--- src/rtl/core/aaf_pkg.sv ---
`timescale 1ns / 1ps
// ----------------------------------------------------------------------------
// aaf_pkg: shared types and codes of the accumulator ALU
// Opcode fields, ALU operation and condition codes, and the structs that
// carry architectural state and one instruction's outcome between modules.
// ----------------------------------------------------------------------------
package aaf_pkg;

    // Operation field (bits 5..3) of the ALU group and immediate group.
    typedef enum logic [2:0] {
        ALU_ADD = 3'd0,
        ALU_ADC = 3'd1,
        ALU_SUB = 3'd2,
        ALU_SBB = 3'd3,
        ALU_ANA = 3'd4,
        ALU_XRA = 3'd5,
        ALU_ORA = 3'd6,
        ALU_CMP = 3'd7
    } t_alu_op;

    // Condition field (bits 5..3) evaluated on the flags before the instruction.
    typedef enum logic [2:0] {
        COND_NZ = 3'd0,
        COND_Z  = 3'd1,
        COND_NC = 3'd2,
        COND_C  = 3'd3,
        COND_PO = 3'd4,
        COND_PE = 3'd5,
        COND_P  = 3'd6,
        COND_M  = 3'd7
    } t_cond_code;

    // Register field value that selects the accumulator.
    localparam logic [2:0] REG_A = 3'd7;

    // Accumulator-only opcodes.
    localparam logic [7:0] OPC_RLC = 8'h07;
    localparam logic [7:0] OPC_RRC = 8'h0F;
    localparam logic [7:0] OPC_RAL = 8'h17;
    localparam logic [7:0] OPC_RAR = 8'h1F;
    localparam logic [7:0] OPC_CMA = 8'h2F;
    localparam logic [7:0] OPC_STC = 8'h37;
    localparam logic [7:0] OPC_CMC = 8'h3F;

    typedef struct packed {
        logic s;
        logic z;
        logic ac;
        logic p;
        logic cy;
    } t_flags;

    typedef struct packed {
        logic [7:0] acc;
        t_flags     flags;
    } t_state;

    typedef struct packed {
        t_state     next;
        logic [7:0] result;
        logic       cond_met;
        logic       handled;
    } t_alu_result;

endpackage

--- src/rtl/core/accumulator_alu_with_flags.sv ---
`timescale 1ns / 1ps
// An accepted transaction passes through the input register and then the result register.
// Throughput: one instruction per cycle unless stalled; the accumulator and flags update when an
// instruction moves from the input register into the result register, so the next one sees them.
// Backpressure on the result side stalls the input register; one extra item is held there.
// Reset (synchronous, active low) clears A, all flags and both valid bits.
// ----------------------------------------------------------------------------
// accumulator_alu_with_flags: 8080-style accumulator and flag unit
// Input register, single-pass ALU and result register with valid/ready on
// both sides. Keeps the accumulator and the S, Z, AC, P and CY flags.
// ----------------------------------------------------------------------------
module accumulator_alu_with_flags (
    input  logic       i_clk,
    input  logic       i_rst_n,
    input  logic       i_in_valid,
    output logic       o_in_ready,
    input  logic [7:0] i_opcode,
    input  logic [7:0] i_operand,
    output logic       o_out_valid,
    input  logic       i_out_ready,
    output logic [7:0] o_acc,
    output logic [7:0] o_result_value,
    output logic       o_sign,
    output logic       o_zero,
    output logic       o_aux_carry,
    output logic       o_parity_even,
    output logic       o_carry,
    output logic       o_condition_met,
    output logic       o_handled
);

    logic                 r_in_valid;
    logic [7:0]           r_opcode;
    logic [7:0]           r_operand;
    aaf_pkg::t_state      r_state;
    logic                 r_out_valid;
    aaf_pkg::t_alu_result r_out;
    aaf_pkg::t_alu_result alu_res;
    logic                 advance;
    logic                 in_fire;

    assign advance    = r_in_valid && (!r_out_valid || i_out_ready);
    assign o_in_ready = !r_in_valid || advance;
    assign in_fire    = i_in_valid && o_in_ready;

    aaf_alu u_alu (
        .i_opcode  (r_opcode),
        .i_operand (r_operand),
        .i_state   (r_state),
        .o_res     (alu_res)
    );

    always_ff @(posedge i_clk) begin
        if (!i_rst_n) begin
            r_in_valid <= 1'b0;
        end else if (o_in_ready) begin
            r_in_valid <= i_in_valid;
        end
    end

    always_ff @(posedge i_clk) begin
        if (in_fire) begin
            r_opcode  <= i_opcode;
            r_operand <= i_operand;
        end
    end

    always_ff @(posedge i_clk) begin
        if (!i_rst_n) begin
            r_state <= '0;
        end else if (advance) begin
            r_state <= alu_res.next;
        end
    end

    always_ff @(posedge i_clk) begin
        if (!i_rst_n) begin
            r_out_valid <= 1'b0;
        end else if (advance) begin
            r_out_valid <= 1'b1;
        end else if (i_out_ready) begin
            r_out_valid <= 1'b0;
        end
    end

    always_ff @(posedge i_clk) begin
        if (advance) begin
            r_out <= alu_res;
        end
    end

    assign o_out_valid     = r_out_valid;
    assign o_acc           = r_out.next.acc;
    assign o_result_value  = r_out.result;
    assign o_sign          = r_out.next.flags.s;
    assign o_zero          = r_out.next.flags.z;
    assign o_aux_carry     = r_out.next.flags.ac;
    assign o_parity_even   = r_out.next.flags.p;
    assign o_carry         = r_out.next.flags.cy;
    assign o_condition_met = r_out.cond_met;
    assign o_handled       = r_out.handled;

    // A pending result always reflects the current architectural state.
    a_out_matches_state: assert property (@(posedge i_clk) disable iff (!i_rst_n)
        r_out_valid |-> (r_out.next == r_state))
        else $error("result register out of step with accumulator and flags");

    // An unhandled opcode must leave A and the flags untouched.
    a_unhandled_keeps_state: assert property (@(posedge i_clk) disable iff (!i_rst_n)
        (advance && !alu_res.handled) |=> (r_state == $past(r_state)))
        else $error("unhandled opcode changed architectural state");

    // Compare updates flags only.
    a_cmp_keeps_acc: assert property (@(posedge i_clk) disable iff (!i_rst_n)
        (advance && r_opcode[7] && (r_opcode[5:3] == aaf_pkg::ALU_CMP) &&
         (!r_opcode[6] || (r_opcode[2:0] == 3'd6)))
        |=> (r_state.acc == $past(r_state.acc)))
        else $error("compare wrote the accumulator");

    // A stalled instruction stays in the input register.
    a_stall_holds_input: assert property (@(posedge i_clk) disable iff (!i_rst_n)
        (r_in_valid && !advance) |=> (r_in_valid && $stable(r_opcode)))
        else $error("stalled instruction lost from input register");

endmodule

--- src/rtl/core/aaf_alu.sv ---
`timescale 1ns / 1ps
// ----------------------------------------------------------------------------
// aaf_alu: accumulator and flag logic
// Decodes one opcode and computes the next accumulator, the flags, the ALU
// result and the condition test in a single combinational pass.
// ----------------------------------------------------------------------------
module aaf_alu (
    input  logic [7:0]           i_opcode,
    input  logic [7:0]           i_operand,
    input  aaf_pkg::t_state      i_state,
    output aaf_pkg::t_alu_result o_res
);

    logic [2:0]        mid;
    logic [2:0]        low;
    logic [7:0]        a;
    aaf_pkg::t_flags   fl;
    aaf_pkg::t_alu_op  op;
    logic              is_alu_reg;
    logic              is_alu_imm;
    logic              is_incdec;
    logic              is_sub;
    logic [7:0]        src;
    logic [7:0]        nb;
    logic              cin;
    logic [8:0]        sum9;
    logic [4:0]        nib5;
    logic [7:0]        v;
    logic [7:0]        res;
    logic [7:0]        n_acc;
    aaf_pkg::t_flags   n_flags;
    logic              handled;
    logic              cond;

    assign mid        = i_opcode[5:3];
    assign low        = i_opcode[2:0];
    assign a          = i_state.acc;
    assign fl         = i_state.flags;
    assign op         = aaf_pkg::t_alu_op'(mid);
    assign is_alu_reg = (i_opcode[7:6] == 2'b10);
    assign is_alu_imm = (i_opcode[7:6] == 2'b11) && (low == 3'd6);
    assign is_incdec  = (i_opcode[7:6] == 2'b00) && (i_opcode[2:1] == 2'b10);

    // Subtraction is done as A + ~B + carry in, with CY reported as the borrow.
    assign is_sub = (op == aaf_pkg::ALU_SUB) || (op == aaf_pkg::ALU_SBB) ||
                    (op == aaf_pkg::ALU_CMP);
    assign src    = (is_alu_reg && (low == aaf_pkg::REG_A)) ? a : i_operand;
    assign nb     = is_sub ? ~src : src;
    assign sum9   = {1'b0, a} + {1'b0, nb} + {8'b0, cin};
    assign nib5   = {1'b0, a[3:0]} + {1'b0, nb[3:0]} + {4'b0, cin};
    assign v      = (mid == aaf_pkg::REG_A) ? a : i_operand;

    always_comb begin
        case (op)
            aaf_pkg::ALU_ADC: cin = fl.cy;
            aaf_pkg::ALU_SUB: cin = 1'b1;
            aaf_pkg::ALU_SBB: cin = ~fl.cy;
            aaf_pkg::ALU_CMP: cin = 1'b1;
            default:          cin = 1'b0;
        endcase
    end

    always_comb begin
        case (aaf_pkg::t_cond_code'(mid))
            aaf_pkg::COND_NZ: cond = ~fl.z;
            aaf_pkg::COND_Z:  cond = fl.z;
            aaf_pkg::COND_NC: cond = ~fl.cy;
            aaf_pkg::COND_C:  cond = fl.cy;
            aaf_pkg::COND_PO: cond = ~fl.p;
            aaf_pkg::COND_PE: cond = fl.p;
            aaf_pkg::COND_P:  cond = ~fl.s;
            aaf_pkg::COND_M:  cond = fl.s;
            default:          cond = 1'b0;
        endcase
    end

    always_comb begin
        n_acc   = a;
        n_flags = fl;
        res     = 8'h00;
        handled = 1'b1;
        if (is_alu_reg || is_alu_imm) begin
            case (op)
                aaf_pkg::ALU_ADD, aaf_pkg::ALU_ADC: begin
                    res        = sum9[7:0];
                    n_flags.ac = nib5[4];
                    n_flags.cy = sum9[8];
                end
                aaf_pkg::ALU_SUB, aaf_pkg::ALU_SBB, aaf_pkg::ALU_CMP: begin
                    res        = sum9[7:0];
                    n_flags.ac = nib5[4];
                    n_flags.cy = ~sum9[8];
                end
                aaf_pkg::ALU_ANA: begin
                    res        = a & src;
                    n_flags.ac = a[3] | src[3];
                    n_flags.cy = 1'b0;
                end
                aaf_pkg::ALU_XRA: begin
                    res        = a ^ src;
                    n_flags.ac = 1'b0;
                    n_flags.cy = 1'b0;
                end
                default: begin
                    res        = a | src;
                    n_flags.ac = 1'b0;
                    n_flags.cy = 1'b0;
                end
            endcase
            n_flags.s = res[7];
            n_flags.z = (res == 8'h00);
            n_flags.p = ~^res;
            if (op != aaf_pkg::ALU_CMP) begin
                n_acc = res;
            end
        end else if (is_incdec) begin
            // Bit 0 of the opcode separates DCR from INR; CY is untouched.
            if (!i_opcode[0]) begin
                res        = v + 8'd1;
                n_flags.ac = (v[3:0] == 4'hF);
            end else begin
                res        = v - 8'd1;
                n_flags.ac = (v[3:0] != 4'h0);
            end
            n_flags.s = res[7];
            n_flags.z = (res == 8'h00);
            n_flags.p = ~^res;
            if (mid == aaf_pkg::REG_A) begin
                n_acc = res;
            end
        end else begin
            case (i_opcode)
                aaf_pkg::OPC_RLC: begin
                    n_flags.cy = a[7];
                    n_acc      = {a[6:0], a[7]};
                end
                aaf_pkg::OPC_RRC: begin
                    n_flags.cy = a[0];
                    n_acc      = {a[0], a[7:1]};
                end
                aaf_pkg::OPC_RAL: begin
                    n_flags.cy = a[7];
                    n_acc      = {a[6:0], fl.cy};
                end
                aaf_pkg::OPC_RAR: begin
                    n_flags.cy = a[0];
                    n_acc      = {fl.cy, a[7:1]};
                end
                aaf_pkg::OPC_CMA: n_acc = ~a;
                aaf_pkg::OPC_STC: n_flags.cy = 1'b1;
                aaf_pkg::OPC_CMC: n_flags.cy = ~fl.cy;
                default:          handled = 1'b0;
            endcase
            res = handled ? n_acc : 8'h00;
        end
    end

    assign o_res.next.acc   = n_acc;
    assign o_res.next.flags = n_flags;
    assign o_res.result     = res;
    assign o_res.cond_met   = cond;
    assign o_res.handled    = handled;

endmodule
--- config.mk ---
export PLATFORM = sky130hd
export DESIGN_NAME = accumulator_alu_with_flags
export DESIGN_NICKNAME = d
export VERILOG_FILES = /design/src/rtl/core/aaf_pkg.sv /design/src/rtl/core/accumulator_alu_with_flags.sv /design/src/rtl/core/aaf_alu.sv
export SDC_FILE = /design/constraint.sdc
export NUM_CORES = 1
export LEC_CHECK = 0
export ABC_AREA = 1
export BUFFER_PORTS_ARGS = -buffer_cell sky130_fd_sc_hd__buf_2
export CORE_AREA = 2 2 112 114
export DETAILED_ROUTE_END_ITERATION = 8
export DIE_AREA = 0 0 114 116
export SYNTH_ARGS = -nofsm -noshare
export SYNTH_HDL_FRONTEND = slang
export SYNTH_HIERARCHICAL = 1
export SYNTH_SLANG_ARGS = --single-unit
--- constraint.sdc ---
create_clock -name i_clk -period 4.1 [get_ports i_clk]
set_input_delay 0.41 -clock i_clk [delete_from_list [all_inputs] [get_ports i_clk]]
set_output_delay 0.41 -clock i_clk [all_outputs]
set_load 0.005 [all_outputs]
==> results.json <==
{
  "status": "finished clean",
  "async_flop_share": 0,
  "clock_latency_ns": 0.30,
  "reg2regPathDepth": 21,
  "die_width_um": 114,
  "min_delay_worst_endpoint": "r_operand[7]",
  "start_util": 0.3923,
  "cts_buffer_depth": 2,
  "comb_power_share": 0.350,
  "drc": 0,
  "yosys.area.top_type": "edfxtp_1",
  "die_h_um": 116,
  "port_buffers": 44,
  "synth_area_mm2": 0.004673,
  "synth_area_per_cell_um2": 7.257,
  "period_minus_slack_ns": 3.778,
  "synth_top_cell_area_share": 0.2506,
  "r2r_start": "r_opcode[5]",
  "maxCapViolations": 0,
  "start_kind": "flop",
  "cp_slowest_stage_delay_ns": 0.43,
  "cp_slowest_cell": "fa_1",
  "seq_power_share": 0.388,
  "finClkSkew_ns": 0.005836,
  "finalSetupTns_ns": 0,
  "vias_per_cell": 5.378,
  "p_leak_nw": 2.476,
  "swShare": 0.3625,
  "tightest_slew_ns": 1.053,
  "drt_wl_total_um": 13870,
  "hold_viol": 0,
  "finalMaxSlewViolations": 0,
  "setup_viol": 0,
  "timing.final.crit_share": 0.9214,
  "min_path_cells": 1,
  "clk_pin_slew_worst_paths_ns": 0.07,
  "finish.utilization": 0.4399,
  "synth_ff_type": "edfxtp_1",
  "syn_inst": 644,
  "drtIter0Drc": 385,
  "critPathMostFrequentCell": "nand2_1",
  "antenna_left": 0,
  "cts_htree_levels": 2,
  "hold_path_class": "in -> reg",
  "cp_max_fo": 20,
  "track_usage": 0.2180,
  "first_global_vias": 4190,
  "n_antenna_cell": 0,
  "setup.worst_path.end_class": "flop",
  "p_sw_w": 0.0006269,
  "synth_edf_count": 39,
  "power_density_mw_per_mm2": 330.0,
  "drive_above_1_share": 0.1599,
  "gp_congestion": 0.9199,
  "dieArea_mm2": 0.01322,
  "ys_types": 41,
  "drt_first_pass_iters": 6,
  "ctsHoldBuffers": 0,
  "cp.required_ns": 4.29,
  "grt_pass1_wl_um": 22490,
  "critPathBufInv": 5,
  "path_class": "reg -> reg",
  "hold_ws_ns": 0.2815,
  "cts_made_buffers": 5,
  "area_growth_pct": 12.13,
  "clkPwrFrac": 0.261,
  "post-dp-hpwl_um": 10950,
  "cts_root_buf": "clkbuf_16",
  "final_cells": 841,
  "r2r_end": "r_state[1]",
  "yosysWarnings": 6,
  "peakVddDrop_mv": 0.3420,
  "arrival_ns": 3.97,
  "rows": 40,
  "timing.reg2reg.setup_slack_ns": 0.32,
  "hp-start": "i_operand[7]",
  "cts_tree": "built",
  "netlist_top_cells_count": "175 x nand2_1, 101 x inv_1, 58 x nand3_1",
  "fp.coreArea_mm2": 0.01191,
  "synth.area.top_cells": "edfxtp_1 25%, nand2_1 14%, ha_1 9.9%",
  "synthesis.nets": 704,
  "path_cells": "buf_4 > nand2_1 > nor2_2 > buf_4 > nand2_1 > o21ai_0 > inv_1 > fa_1 > inv_1 > nand4_1 > nand3_1 > nand2_1 > and2_1 > ha_1 > xnor2_1 > xnor2_1 > o221ai_1 > inv_1 > nand3_1 > nand2_1 > nor2_1",
  "design.final.nets": 753,
  "cp_num_cells": 21,
  "dp.cells": 830,
  "synth_most_common_cell": "nand2_1",
  "fmax_mhz": 264.7,
  "crit_family": "simple AND/OR/NAND/NOR gates",
  "maxSlewHeadroom": 0.2971,
  "grt_overflow": 0,
  "synth_seq_cells": 54,
  "pin_count": 45,
  "antenna_found_initial": 0,
  "p_int_w": 0.001102,
  "cts_sinks": 54,
  "routedWlPerCell_um": 16.49,
  "via_count": 4523,
  "grt_start_max_net_pins": 29,
  "ys_seq_area_frac": 0.3149
}
## power by group through the flow
stage,logic (W),clock network (W),registers (W)
floorplan,0.000431,0,0.000673
global placement,0.000581,0,0.000683
detailed placement,0.000591,0,0.000684
CTS,0.000594,0.000467,0.000671
global route,0.000684,0.000479,0.000676
finish,0.000606,0.000452,0.000671
## cell type report
type,count,area (um2)
Clock buffer,5,125.1
Clock inverter,3,28.78
Fill cell,1260,6671
Inverter,106,397.9
Multi-Input combinational cell,465,2681
Sequential cell,54,1471
Tap cell,147,183.9
Timing Repair Buffer,61,351.6
## timing repair
item                       4_1_cts  5_1_grt
setup endpoints to repair        0        2
resized for setup                0        5
setup buffers                    0        3
## registers in the layout, indices dropped and copies added (netlist names)
name,count
o_out_valid,1
r_opcode,8
o_condition_met,1
r_in_valid,1
o_parity_even,1
o_acc,8
o_aux_carry,1
r_operand,8
o_result_value,8
r_state,13
o_handled,1
o_sign,1
o_zero,1
o_carry,1
## layout by cell type, fill, tap and decap left out, types with 8 or more instances in the layout
master / count
o21ai_0: 17
nand3_2: 8
or2_2: 10
nand2_1: 175
nand4_1: 16
o211ai_1: 11
dfxtp_1: 15
buf_2: 44
a21oi_1: 36
buf_4: 16
ha_1: 37
edfxtp_1: 39
inv_1: 100
xnor2_1: 14
nor2_1: 32
nand3_1: 57
o21ai_2: 8
## how the worst max path moves through the flow
stage           startpoint         end  slack [ns]
2_1_floorplan  r_opcode[0]  r_state[1]        0.18
3_5_place_dp   r_opcode[5]  r_state[1]        0.29
4_1_cts        r_opcode[5]  r_state[1]        0.26
5_1_grt        r_opcode[2]  r_state[1]       -0.02
6_report       r_opcode[5]  r_state[1]        0.32
3_3_place_gp   r_opcode[1]  r_state[1]        0.42
## routing by layer
metal | vias to the layer above | GRT usage | part of all wire
met4 | 0 | 0.05935 | 0.021
met1 | 2102 | 0.3128 | 0.47
met5 | - | 0 | 0
met3 | 21 | 0.03033 | 0.061
met2 | 180 | 0.3448 | 0.45
li1 | 2220 | - | -
## stage by stage
step	worst slack (ns)	cell area, um2	power [W]
floorplan	0.1761	4673	0.001104
global placement	0.4158	5052	0.001264
detailed placement	0.2942	5052	0.001275
CTS	0.2628	5206	0.001732
global route	-0.02050	5240	0.001839
finish	0.3222	5240	0.001729
## cell families (layout without fill, tap and decap cells)
kind of cell | count (synthesis) | in the layout | share of synthesized area
xor+xnor | 17 | 17 | 0.03186
simple gates | 315 | 315 | 0.3042
fa+ha+maj | 40 | 40 | 0.1119
flops | 54 | 54 | 0.3149
buf+inv | 125 | 175 | 0.1138
compound gates | 93 | 93 | 0.1234
No activity file was read; power rests on OpenSTA's default activity.
